[config.mk]
export PLATFORM = sky130hd
export DESIGN_NAME = dda_regs
export DESIGN_NICKNAME = d
export VERILOG_FILES = /design/src/hw/rtl/dda_pkg.sv /design/src/hw/rtl/dda_regs.sv
export SDC_FILE = /design/constraint.sdc
export NUM_CORES = 1
export LEC_CHECK = 0
export BUFFER_PORTS_ARGS = -buffer_cell sky130_fd_sc_hd__buf_2
export CAP_MARGIN = 20
export CORE_MARGIN = 10
export CORE_UTILIZATION = 40
export CTS_BUF_LIST = sky130_fd_sc_hd__clkbuf_4 sky130_fd_sc_hd__clkbuf_8
export CTS_CLUSTER_DIAMETER = 60
export DETAILED_ROUTE_END_ITERATION = 12
export GPL_ROUTABILITY_DRIVEN = 0
export SYNTH_ARGS = -nofsm -noshare
export SYNTH_HDL_FRONTEND = slang
export SYNTH_SLANG_ARGS = --single-unit
[constraint.sdc]
create_clock -name clk -period 7.41 [get_ports clk]
set_clock_uncertainty 0.2 [all_clocks]
set_input_delay 1.8525 -clock clk [delete_from_list [all_inputs] [get_ports clk]]
set_output_delay 1.8525 -clock clk [all_outputs]
set_load 0.1 [all_outputs]
[src/hw/rtl/dda_pkg.sv]
// Package for the disk drive adapter register block.
// Types, constants and helpers shared by dda_regs and the top level.
// No dependencies.
package dda_pkg;

  localparam int unsigned SIDES      = 8;
  localparam int unsigned SIDE_BYTES = 65536;
  localparam int unsigned SIDE_W     = $clog2(SIDES);
  localparam int unsigned POS_W      = $clog2(SIDE_BYTES);
  localparam int unsigned ADDR_W     = SIDE_W + POS_W;

  localparam logic [15:0] HEAD_READ_LIMIT  = 16'd64999;
  localparam logic [15:0] HEAD_WRITE_LIMIT = 16'd65500;
  localparam logic [7:0]  READ_DELAY       = 8'd150;
  localparam logic [7:0]  SEEK_DELAY       = 8'd200;

  typedef enum logic [2:0] {
    OP_TICK   = 3'd0,
    OP_WRITE  = 3'd1,
    OP_READ   = 3'd2,
    OP_INSERT = 3'd3,
    OP_SELECT = 3'd4,
    OP_LOAD   = 3'd5
  } op_t;

  localparam logic [4:0] WR_RELOAD_LO = 5'h00;
  localparam logic [4:0] WR_RELOAD_HI = 5'h01;
  localparam logic [4:0] WR_TIMER_CTL = 5'h02;
  localparam logic [4:0] WR_ENABLE    = 5'h03;
  localparam logic [4:0] WR_DATA      = 5'h04;
  localparam logic [4:0] WR_CONTROL   = 5'h05;
  localparam logic [4:0] WR_EXTERNAL  = 5'h06;
  localparam logic [4:0] RD_IRQ       = 5'h10;
  localparam logic [4:0] RD_DATA      = 5'h11;
  localparam logic [4:0] RD_STATUS    = 5'h12;
  localparam logic [4:0] RD_EXTERNAL  = 5'h13;

  typedef struct packed {
    logic [15:0] load_addr;
    logic [2:0]  load_side;
    logic        debug_peek;
    logic [7:0]  open_bus;
    logic [9:0]  tick_cycles;
    logic [7:0]  write_data;
    logic [4:0]  reg_offset;
    logic [2:0]  opcode;
  } item_t;

  typedef struct packed {
    logic              we;
    logic              re;
    logic [ADDR_W-1:0] addr;
    logic [7:0]        wdata;
  } mem_req_t;

  typedef struct packed {
    logic [7:0] read_data;
    logic       rd_mem;
    logic       rd_latch;
    logic       timer_irq;
    logic       disk_irq;
    logic       mirror_select;
    logic       disk_written;
    logic       disk_present;
    logic       refused;
  } result_t;

  function automatic logic [2:0] next_side(input logic [2:0] sel, input logic [3:0] cnt);
    logic [3:0] n;
    logic [3:0] v;
    n = (cnt == 4'd0) ? 4'd1 : ((cnt > 4'(SIDES)) ? 4'(SIDES) : cnt);
    v = {1'b0, sel} + 4'd1;
    for (int i = 0; i < 4; i++) begin
      if (v >= n) v = v - n;
    end
    return {1'b0, v[1:0]};
  endfunction

endpackage

[src/hw/rtl/dda_regs.sv]
// Register file and update logic of the adapter: timers, latches, head pointer.
// Issues image memory requests. Depends on dda_pkg.
module dda_regs (
  input  logic               clk,
  input  logic               rst,
  input  logic               accept,
  input  dda_pkg::item_t     item,
  input  logic [3:0]         side_count,
  output dda_pkg::mem_req_t  req,
  output dda_pkg::result_t   res
);

  logic [15:0] timer_count, timer_count_next;
  logic [15:0] timer_reload, timer_reload_next;
  logic        timer_repeat, timer_repeat_next;
  logic [7:0]  enable_reg, enable_reg_next;
  logic [7:0]  control_reg, control_reg_next;
  logic [7:0]  external_latch, external_latch_next;
  logic [15:0] head_position, head_position_next;
  logic [7:0]  transfer_timer, transfer_timer_next;
  logic [1:0]  skip_count, skip_count_next;
  logic        inserted_present, inserted_present_next;
  logic [2:0]  inserted_side, inserted_side_next;
  logic [2:0]  selected_side, selected_side_next;
  logic [1:0]  irq_flags, irq_flags_next;
  logic        modified_flag, modified_flag_next;

  always_comb begin
    logic [7:0] v;
    v = item.write_data;
    timer_count_next      = timer_count;
    timer_reload_next     = timer_reload;
    timer_repeat_next     = timer_repeat;
    enable_reg_next       = enable_reg;
    control_reg_next      = control_reg;
    external_latch_next   = external_latch;
    head_position_next    = head_position;
    transfer_timer_next   = transfer_timer;
    skip_count_next       = skip_count;
    inserted_present_next = inserted_present;
    inserted_side_next    = inserted_side;
    selected_side_next    = selected_side;
    irq_flags_next        = irq_flags;
    modified_flag_next    = modified_flag;
    req                   = '0;
    res                   = '0;
    case (item.opcode)
      dda_pkg::OP_TICK: begin
        if (timer_count != 16'd0) begin
          if ({6'd0, item.tick_cycles} >= timer_count) begin
            timer_count_next = timer_repeat ? timer_reload : 16'd0;
            irq_flags_next[0] = 1'b1;
          end else begin
            timer_count_next = timer_count - {6'd0, item.tick_cycles};
          end
        end
        if (transfer_timer != 8'd0) begin
          if (item.tick_cycles >= {2'd0, transfer_timer}) begin
            transfer_timer_next = 8'd0;
            if (control_reg[7]) irq_flags_next[1] = 1'b1;
          end else begin
            transfer_timer_next = transfer_timer - item.tick_cycles[7:0];
          end
        end
      end
      dda_pkg::OP_WRITE: begin
        case (item.reg_offset)
          dda_pkg::WR_RELOAD_LO: begin
            if (enable_reg[0]) timer_reload_next[7:0] = v;
          end
          dda_pkg::WR_RELOAD_HI: begin
            if (enable_reg[0]) timer_reload_next[15:8] = v;
          end
          dda_pkg::WR_TIMER_CTL: begin
            irq_flags_next[0] = 1'b0;
            if (enable_reg[0]) begin
              if (v[1]) timer_count_next = timer_reload;
              timer_repeat_next = v[0];
            end
          end
          dda_pkg::WR_ENABLE: enable_reg_next = v;
          dda_pkg::WR_DATA: begin
            if (inserted_present && !control_reg[2] && enable_reg[0] &&
                head_position < dda_pkg::HEAD_WRITE_LIMIT) begin
              if (skip_count != 2'd0) begin
                skip_count_next = skip_count - 2'd1;
              end else if (head_position >= 16'd2) begin
                modified_flag_next = 1'b1;
                req.we    = 1'b1;
                req.addr  = {inserted_side, head_position - 16'd2};
                req.wdata = v;
              end
            end
          end
          dda_pkg::WR_CONTROL: begin
            irq_flags_next[1] = 1'b0;
            if (inserted_present) begin
              if (!v[6] && control_reg[6] && !v[4]) begin
                transfer_timer_next = dda_pkg::SEEK_DELAY;
                head_position_next = (head_position >= 16'd2) ? head_position - 16'd2 : 16'd0;
              end
              if (!v[2]) skip_count_next = 2'd2;
              if (v[1]) begin
                head_position_next  = 16'd0;
                transfer_timer_next = dda_pkg::SEEK_DELAY;
              end
              if (v[6]) transfer_timer_next = dda_pkg::SEEK_DELAY;
            end
            control_reg_next = v;
          end
          dda_pkg::WR_EXTERNAL: external_latch_next = v;
          default: ;
        endcase
      end
      dda_pkg::OP_READ: begin
        case (item.reg_offset)
          dda_pkg::RD_IRQ: begin
            res.read_data = {6'd0, irq_flags};
            if (!item.debug_peek) irq_flags_next = 2'd0;
          end
          dda_pkg::RD_DATA: begin
            res.rd_latch = 1'b1;
            if (inserted_present) begin
              res.rd_mem = 1'b1;
              req.re     = 1'b1;
              req.addr   = {inserted_side, head_position};
              if (!item.debug_peek) begin
                if (head_position < dda_pkg::HEAD_READ_LIMIT)
                  head_position_next = head_position + 16'd1;
                transfer_timer_next = dda_pkg::READ_DELAY;
                irq_flags_next[1] = 1'b0;
              end
            end
          end
          dda_pkg::RD_STATUS: begin
            res.read_data = {item.open_bus[7:3], !inserted_present,
                             !inserted_present || !control_reg[0] || control_reg[1],
                             !inserted_present};
          end
          dda_pkg::RD_EXTERNAL: res.read_data = {external_latch[7], 7'd0};
          default: res.read_data = item.open_bus;
        endcase
      end
      dda_pkg::OP_INSERT: begin
        if (!inserted_present) begin
          inserted_present_next = 1'b1;
          inserted_side_next    = selected_side;
        end else begin
          inserted_present_next = 1'b0;
        end
      end
      dda_pkg::OP_SELECT: begin
        if (inserted_present) res.refused = 1'b1;
        else selected_side_next = dda_pkg::next_side(selected_side, side_count);
      end
      dda_pkg::OP_LOAD: begin
        req.we    = 1'b1;
        req.addr  = {item.load_side, item.load_addr};
        req.wdata = v;
      end
      default: ;
    endcase
    if (!accept) begin
      req.we = 1'b0;
      req.re = 1'b0;
    end
    res.timer_irq     = irq_flags_next[0];
    res.disk_irq      = irq_flags_next[1];
    res.mirror_select = !control_reg_next[3];
    res.disk_written  = modified_flag_next;
    res.disk_present  = inserted_present_next;
  end

  always_ff @(posedge clk) begin
    if (rst) begin
      timer_count      <= '0;
      timer_reload     <= '0;
      timer_repeat     <= 1'b0;
      enable_reg       <= '0;
      control_reg      <= '0;
      external_latch   <= '0;
      head_position    <= '0;
      transfer_timer   <= '0;
      skip_count       <= '0;
      inserted_present <= 1'b1;
      inserted_side    <= '0;
      selected_side    <= '0;
      irq_flags        <= '0;
      modified_flag    <= 1'b0;
    end else if (accept) begin
      timer_count      <= timer_count_next;
      timer_reload     <= timer_reload_next;
      timer_repeat     <= timer_repeat_next;
      enable_reg       <= enable_reg_next;
      control_reg      <= control_reg_next;
      external_latch   <= external_latch_next;
      head_position    <= head_position_next;
      transfer_timer   <= transfer_timer_next;
      skip_count       <= skip_count_next;
      inserted_present <= inserted_present_next;
      inserted_side    <= inserted_side_next;
      selected_side    <= selected_side_next;
      irq_flags        <= irq_flags_next;
      modified_flag    <= modified_flag_next;
    end
  end

endmodule

==> impl_results.md, run 1 <==
* Std-Cell Rows at 46
* Clock sinks at 75
* First-pass GRT wire length at 33200 um
* Initial antenna violation count at 1
* Final Hold Fails at 0
* Die H at 147.6 um
* Crit. Startpoint: side_count[1]
* Port-buffer cells at 105
* Worst-Margin Slew at 1.123 ns
* FF+latch count, synth at 75
* Drt first-iter violations at roughly 510
* Hold_buf cts at 0
* DP HPWL at around 16000 um
* Gate Count Post-Synth at 864
* Post-route cell area at around 7800 sq um
* Req. time, crit path at 7.46 ns
* Core ar. at 15940 sq um
* # Max-Cap Violations at 0
* Drt first pass iters at 5
* Vias/cell at 5.685
* Mapped cell area at 6518 sq um
* Final wirelength at about 21000 um
* Nets at 1082
* Worst setup SP type: input port
* Die Span X at 147.6 um
* Total track usage at 18.44%
* CTS max path bufs at 2
* Clk pwr share at 26.0%
* Avg Cell Area, Syn at 7.543 sq um
* Clock buffer count from CTS at 9
* Layout cell share with drive strength beyond 1 at about a fifth
* Status: finished clean
* Reg2reg end: selected_side[0]$_SDFFE_PP0P_
* R2R depth at 30
* Min cycle time layout at 7.275 ns
* Slowest cell on crit path: fa_2
* Worst reg2reg path startpoint: selected_side[0]$_SDFFE_PP0P_
* Maximum VDD drop at about 0.1 mV
* H-tree depth at 3
* Crit share post-route at a little over nine tenths
* Area growth, synth to finish at 19.18%
* Internal Power at 726.5 uW
* Largest regs: head_position (16), timer_count (16), timer_reload (16)
* Drt wl/cell at 17.61 um
* CTS root buffer: clkbuf_8
* Placed cell area at 7373 sq um
* Final setup vio count at 0
* Logic gate share of total power at 38.4%
* Critical path type: in -> reg
* Max Slew Vio Count at 0
* Sequential fraction of the synthesis area at 23.04%
* Total die area at about 22000 sq um
* Crit path capture type: flop
* Max Freq at 137.5 MHz
* Max stage delay on crit path at 0.36 ns
* P_sw at approximately 470 uW
* Post-synth EDFFs at 0
* Async SR Flop Fraction at 0%
* Sequential power share at 35.6%
* Hold Worst Slack at 0.2747 ns
* Initial core utilization at 40.88%
* Hold Crit Class: reg -> reg
* Worst Path Arrival at 7.32 ns
* Largest net degree at the start of global routing at 48
* CTS clk-pin slew, worst paths at 0.08 ns
* Worst-Skew Late Latency at approximately 0.38 ns
* Total gr overflow at 0
* Unique cell type count in the Yosys netlist at 75
* Top_reg_cell synth: dfxtp_1
* DRC at 0
* Vias in the first global route at 6300
* DR vias at 6777
* Post-route ant nets at 0
* P per Cell Area at 153.8 nW/um^2
* Mapped Nets at 977
* Worst setup path endpoint: selected_side[0]$_SDFFE_PP0P_
* Critical path fanouts, max at 6
* Slew headroom at about a quarter
* Synth Warn # at 0
* I/O pin count at 106
* CTS tree: done
* Sw Share at between 30% and 40%
* Leakage at 3.498 nW
* Reg2Reg Setup Slack at 1.29 ns
kinds of logic (layout without fill, tap and decap cells):
group / after synthesis / in the layout / synth area share [%]
xor+xnor: 25 / 25 / 3.360
mux: 33 / 33 / 5.126
flops: 75 / 75 / 23.04
simple gates: 320 / 320 / 24.96
buf+inv: 100 / 210 / 6.143
compound gates: 259 / 259 / 26.70
other cells: 0 / 2 / 0
fa+ha+maj: 52 / 52 / 10.67
placed cells by master (no fill, tap or decap), types with 8 or more instances in the layout:
master	Yosys	layout
a211oi_1	17	16
a21o_1	19	19
a21oi_1	58	53
a22oi_1	16	16
and2_1	23	22
buf_2	14	105
buf_4	2	40
clkbuf_8	0	10
dfxtp_1	75	75
ha_1	46	40
inv_1	46	44
mux2i_1	30	29
nand2_1	60	59
nand2b_1	15	15
nand3_1	19	19
nand4_1	11	11
nor2_1	104	100
nor3_1	20	19
nor4_1	15	15
o211a_1	11	11
o21ai_0	42	37
o21ai_1	26	30
or4_1	8	8
xnor2_1	13	13
xor2_1	12	12
worst max-delay path: cells and delay by family:
kind / cells / cell delay, ns
multiplexers: 1 / 0.24
adder cells (fa/ha/maj): 7 / 1.97
AO/OA/AOI/OAI: 14 / 2.10
AND/OR/NAND/NOR: 8 / 0.80
buffers and inverters: 3 / 0.34
cells in the mapped netlist, drive strengths merged (17+ instances only):
| master | instances | area (sq um) |
|---|---|---|
| clkbuf | 35 | 131.4 |
| nand3 | 19 | 95.09 |
| a21o | 19 | 142.6 |
| mux2i | 30 | 300.3 |
| nor3 | 20 | 100.1 |
| dfxtp | 75 | 1501 |
| nor4 | 18 | 140.1 |
| nor2 | 104 | 390.4 |
| o21ai | 68 | 340.3 |
| nand2 | 61 | 231.5 |
| and2 | 23 | 143.9 |
| ha | 46 | 575.6 |
| a211oi | 17 | 127.6 |
| a21oi | 58 | 290.3 |
| inv | 48 | 180.2 |
per-stage QoR:
| step | worst slack [ns] | TNS (ns) | instances | util, % | power [mW] |
|---|---|---|---|---|---|
| after floorplan | -0.3660 | -0.3660 | 864 | - | 0.7392 |
| after global placement | -0.2560 | -0.4433 | 1164 | 46.25 | 0.8483 |
| after detailed placement | -0.4180 | -0.7585 | 1164 | 46.25 | 0.8529 |
| after CTS | 0.006676 | 0 | 1181 | 47.50 | 1.171 |
| after global routing | -0.1090 | -0.1579 | 1191 | 48.71 | 1.266 |
| final | 0.1348 | 0 | 1192 | 48.72 | 1.195 |
layout make-up:
type	count	area [sq um]
well taps	216	270.3
clock inverters	6	46.29
multi-input cells	689	4797
repair buffers	145	825.8
flip-flops and latches	75	1501
clock buffers	10	137.6
fillers	1613	8175
inverters	49	183.9
diodes	2	5.005
worst min-delay path by stage:
stage / start / end / slack, ns / depth (start not counted)
after floorplan: modified_flag$_SDFFE_PP0P_ / modified_flag$_SDFFE_PP0P_ / 0.23 / 2
after global placement: modified_flag$_SDFFE_PP0P_ / modified_flag$_SDFFE_PP0P_ / 0.24 / 2
after detailed placement: modified_flag$_SDFFE_PP0P_ / modified_flag$_SDFFE_PP0P_ / 0.26 / 2
after CTS: modified_flag$_SDFFE_PP0P_ / modified_flag$_SDFFE_PP0P_ / 0.28 / 2
after global routing: modified_flag$_SDFFE_PP0P_ / modified_flag$_SDFFE_PP0P_ / 0.30 / 2
final: modified_flag$_SDFFE_PP0P_ / modified_flag$_SDFFE_PP0P_ / 0.27 / 2
per-layer routing:
layer | vias to the layer above | GRT usage (%) | wire, um
li1 | 3367 | - | -
met1 | 3186 | 24.80 | 9845
met2 | 203 | 29.33 | 9703
met3 | 21 | 3.297 | 1087
met4 | 0 | 5.600 | 353
met5 | - | 0 | 0
what timing repair did:
| item | in CTS | in global routing |
|---|---|---|
| setup buffers | 1 | 9 |
| resized for setup | 1 | 25 |
| pin swaps | 2 | 19 |
| cloned | 0 | 0 |
| endpoints found under the setup margin | 1 | 2 |
| endpoints found under the hold margin | 0 | 0 |
power by group through the flow:
stage	registers (mW)	logic [mW]	clock network, mW
floorplan	0.427	0.312	0
global route	0.428	0.502	0.336
detailed placement	0.435	0.418	0
finish	0.426	0.458	0.311
global placement	0.435	0.413	0
CTS	0.425	0.424	0.322
(Power assumes the default switching activity.)
==> run 2, diff against run 1 <==
- CORE_MARGIN: 10 -> not set
- MAX_ROUTING_LAYER: not set -> met4
==> impl_results.md, run 2 (synthesis results as in run 1) <==
* Hold_buf cts at 0 (unchanged)
* Die H at 129.6 um (-12%)
* Port-buffer cells at 105 (unchanged)
* Slowest cell on crit path: fa_2
* Max Freq at 140.3 MHz (+2.1%)
* Vias in the first global route at 5824 (-7.6%)
* Hold Worst Slack at 0.2686 ns (-0.006108 ns)
* Critical path type: in -> reg
* First-pass GRT wire length at 30640 um (-7.7%)
* Source of the worst hold timing path: timer_reload[14]$_SDFFE_PP0P_
* Initial core utilization at 41.03% (+0.15 points)
* DP HPWL at 14400 um (-7.7%)
* Pwr Total at 1.273 mW (+6.5%)
* Max stage delay on crit path at 0.34 ns (-0.02 ns)
* Leakage at 3.482 nW (-0.43%)
* Worst-Skew Late Latency at 0.38 ns (about the same)
* Min-Delay Path Depth at 2 (unchanged)
* Worst-Margin Slew at 1.134 ns (+0.01105 ns)
* Final WS setup at 0.2841 ns (+0.1493 ns)
* I/O pin count at 106 (unchanged)
* CTS tree: done
* Layout cell share with drive strength beyond 1 at 19.61% (-1.6 points)
* Crit path capture type: flop
* Logic gate share of total power at 34.0% (-4.4 points)
* Critical path fanouts, max at 6 (unchanged)
* Reg2reg end: selected_side[1]$_SDFFE_PP0P_
* Internal Power at 815.2 uW (+12%)
* Hold Crit Class: reg -> reg
* H-tree depth at 3 (unchanged)
* Fillers at 1648 (+2.2%)
* Top cell by count, worst path: a21o_1
* Reg2Reg Setup Slack at 1.41 ns (+0.12 ns)
* CTS max path bufs at 2 (unchanged)
* Req. time, crit path at 7.45 ns (about the same)
* Slew headroom at 24.41% (-0.74 points)
* Std-Cell Rows at 46 (unchanged)
* DR vias at 6643 (-2.0%)
* Worst setup SP type: input port
* Core ar. at 15890 sq um (-0.36%)
* Worst reg2reg path startpoint: selected_side[0]$_SDFFE_PP0P_
* Final setup vio count at 0 (unchanged)
* Util after Layout at 48.43% (-0.29 points)
* R2R depth at 29 (-3.3%)
* Drt wl/cell at 16.59 um (-5.8%)
* Area growth, synth to finish at 18.05%
* Initial antenna violation count at 1 (unchanged)
* Total track usage at 24.03% (+5.6 points)
* Maximum VDD drop at 0.1181 mV (+18%)
* Drt first pass iters at 5 (unchanged)
* CTS clk-pin slew, worst paths at 0.09 ns (about the same)
* Drt first-iter violations at 582 (+15%)
* DRC at 0 (unchanged)
* Worst Path Arrival at 7.16 ns (-0.16 ns)
* # Max-Cap Violations at 0 (unchanged)
* P_sw at 457.7 uW (-2.3%)
* Nets at 1072 (-0.92%)
* Clock buffer count from CTS at 9 (unchanged)
* Final Hold Fails at 0 (unchanged)
* Total die area at 16810 sq um (-23%)
* Final wirelength at 19590 um (-6.7%)
* Crit. Startpoint: side_count[1]
* Largest regs: head_position (16), timer_count (16), timer_reload (16)
* Vias/cell at 5.625 (-1.1%)
* P per Cell Area at 165.4 nW/um^2 (+7.5%)
* Post-route ant nets at 0 (unchanged)
* Worst setup path endpoint: selected_side[1]$_SDFFE_PP0P_
* Die Span X at 129.6 um (-12%)
* Dpl ws at -0.3534 ns (+0.06453 ns)
* Min cycle time layout at 7.126 ns (-0.1493 ns)
* Largest net degree at the start of global routing at 66 (+38%)
* Crit share post-route at 96.17% (-2.0 points)
* Clk pwr share at 32.5% (+6.5 points)
* CTS root buffer: clkbuf_8
* Total gr overflow at 0 (unchanged)
* Sequential power share at 33.5% (-2.1 points)
* Status: finished clean
* Max Slew Vio Count at 0 (unchanged)
* Clock sinks at 75 (unchanged)
* Sw Share at 35.96% (-3.2 points)
* Most frequent cells in the layout: 105 x buf_2, 101 x nor2_1, 75 x dfxtp_1
* Commonest non-fill, non-tap cell in the layout: buf_2
run 2: cell types whose count changed in the layout (fill, tap and decap cells not counted), moves of 2 or more:
cell,delta
buf_4,-10
bufinv_16,+3
clkinvlp_4,-2
ha_1,+3
ha_4,-4
inv_1,+2
inv_2,-2
run 2: cell type report:
cell class,count,area [sq um],share of cell area (%)
Inverter,49,183.9,2.391
Clock inverter,6,116.4,1.512
Tap cell,216,270.3,3.513
Sequential cell,75,1501,19.52
Antenna cell,1,2.502,0.03253
Clock buffer,10,137.6,1.789
Timing Repair Buffer,135,750.7,9.758
Multi-Input combinational cell,689,4731,61.49
run 2: power by group through the flow:
stage | Sequential, mW | Combinational [mW] | Clock, mW
after floorplan | 0.427 | 0.312 | 0
after CTS | 0.426 | 0.419 | 0.421
final | 0.426 | 0.433 | 0.414
after global placement | 0.435 | 0.414 | 0
after detailed placement | 0.435 | 0.417 | 0
after global routing | 0.428 | 0.476 | 0.437
run 2: worst min path at each step:
| stage | end |
|---|---|
| after global routing | timer_count[12]$_SDFFE_PP0P_ |
| final | timer_count[14]$_SDFFE_PP0P_ |
| after floorplan | modified_flag$_SDFFE_PP0P_ |
| after detailed placement | modified_flag$_SDFFE_PP0P_ |
| after CTS | modified_flag$_SDFFE_PP0P_ |
| after global placement | modified_flag$_SDFFE_PP0P_ |
run 2: timing repair:
| item | CTS | global route |
|---|---|---|
| endpoints found under the setup margin | 0 | 2 |
| buffers inserted | 0 | 2 |
| gates resized for setup | 0 | 15 |
run 2: stage by stage:
stage	instances	cell area, sq um	TNS [ns]
floorplan	864	6560	-0.3660
global placement	1162	7358	-0.3354
detailed placement	1162	7358	-0.6356
CTS	1178	7612	0
global route	1181	7694	-0.003451
finish	1181	7694	0
run 2: layer usage:
metal | global-route usage [%] | share of wire [%] | vias up
li1 | - | - | 3346
met1 | 33.60 | 48 | 3123
met2 | 36.68 | 46 | 166
met3 | 3.716 | 4.8 | 8
met4 | 4.309 | 0.72 | 0
met5 | - | 0 | -
run 2: worst max-delay path, delay by kind of cell:
kind | cells | cell delay [ns]
buffers and inverters | 5 | 0.55
AND/OR/NAND/NOR | 5 | 0.39
adder cells (fa/ha/maj) | 7 | 1.57
AO/OA/AOI/OAI | 12 | 2.16
multiplexers | 3 | 0.64
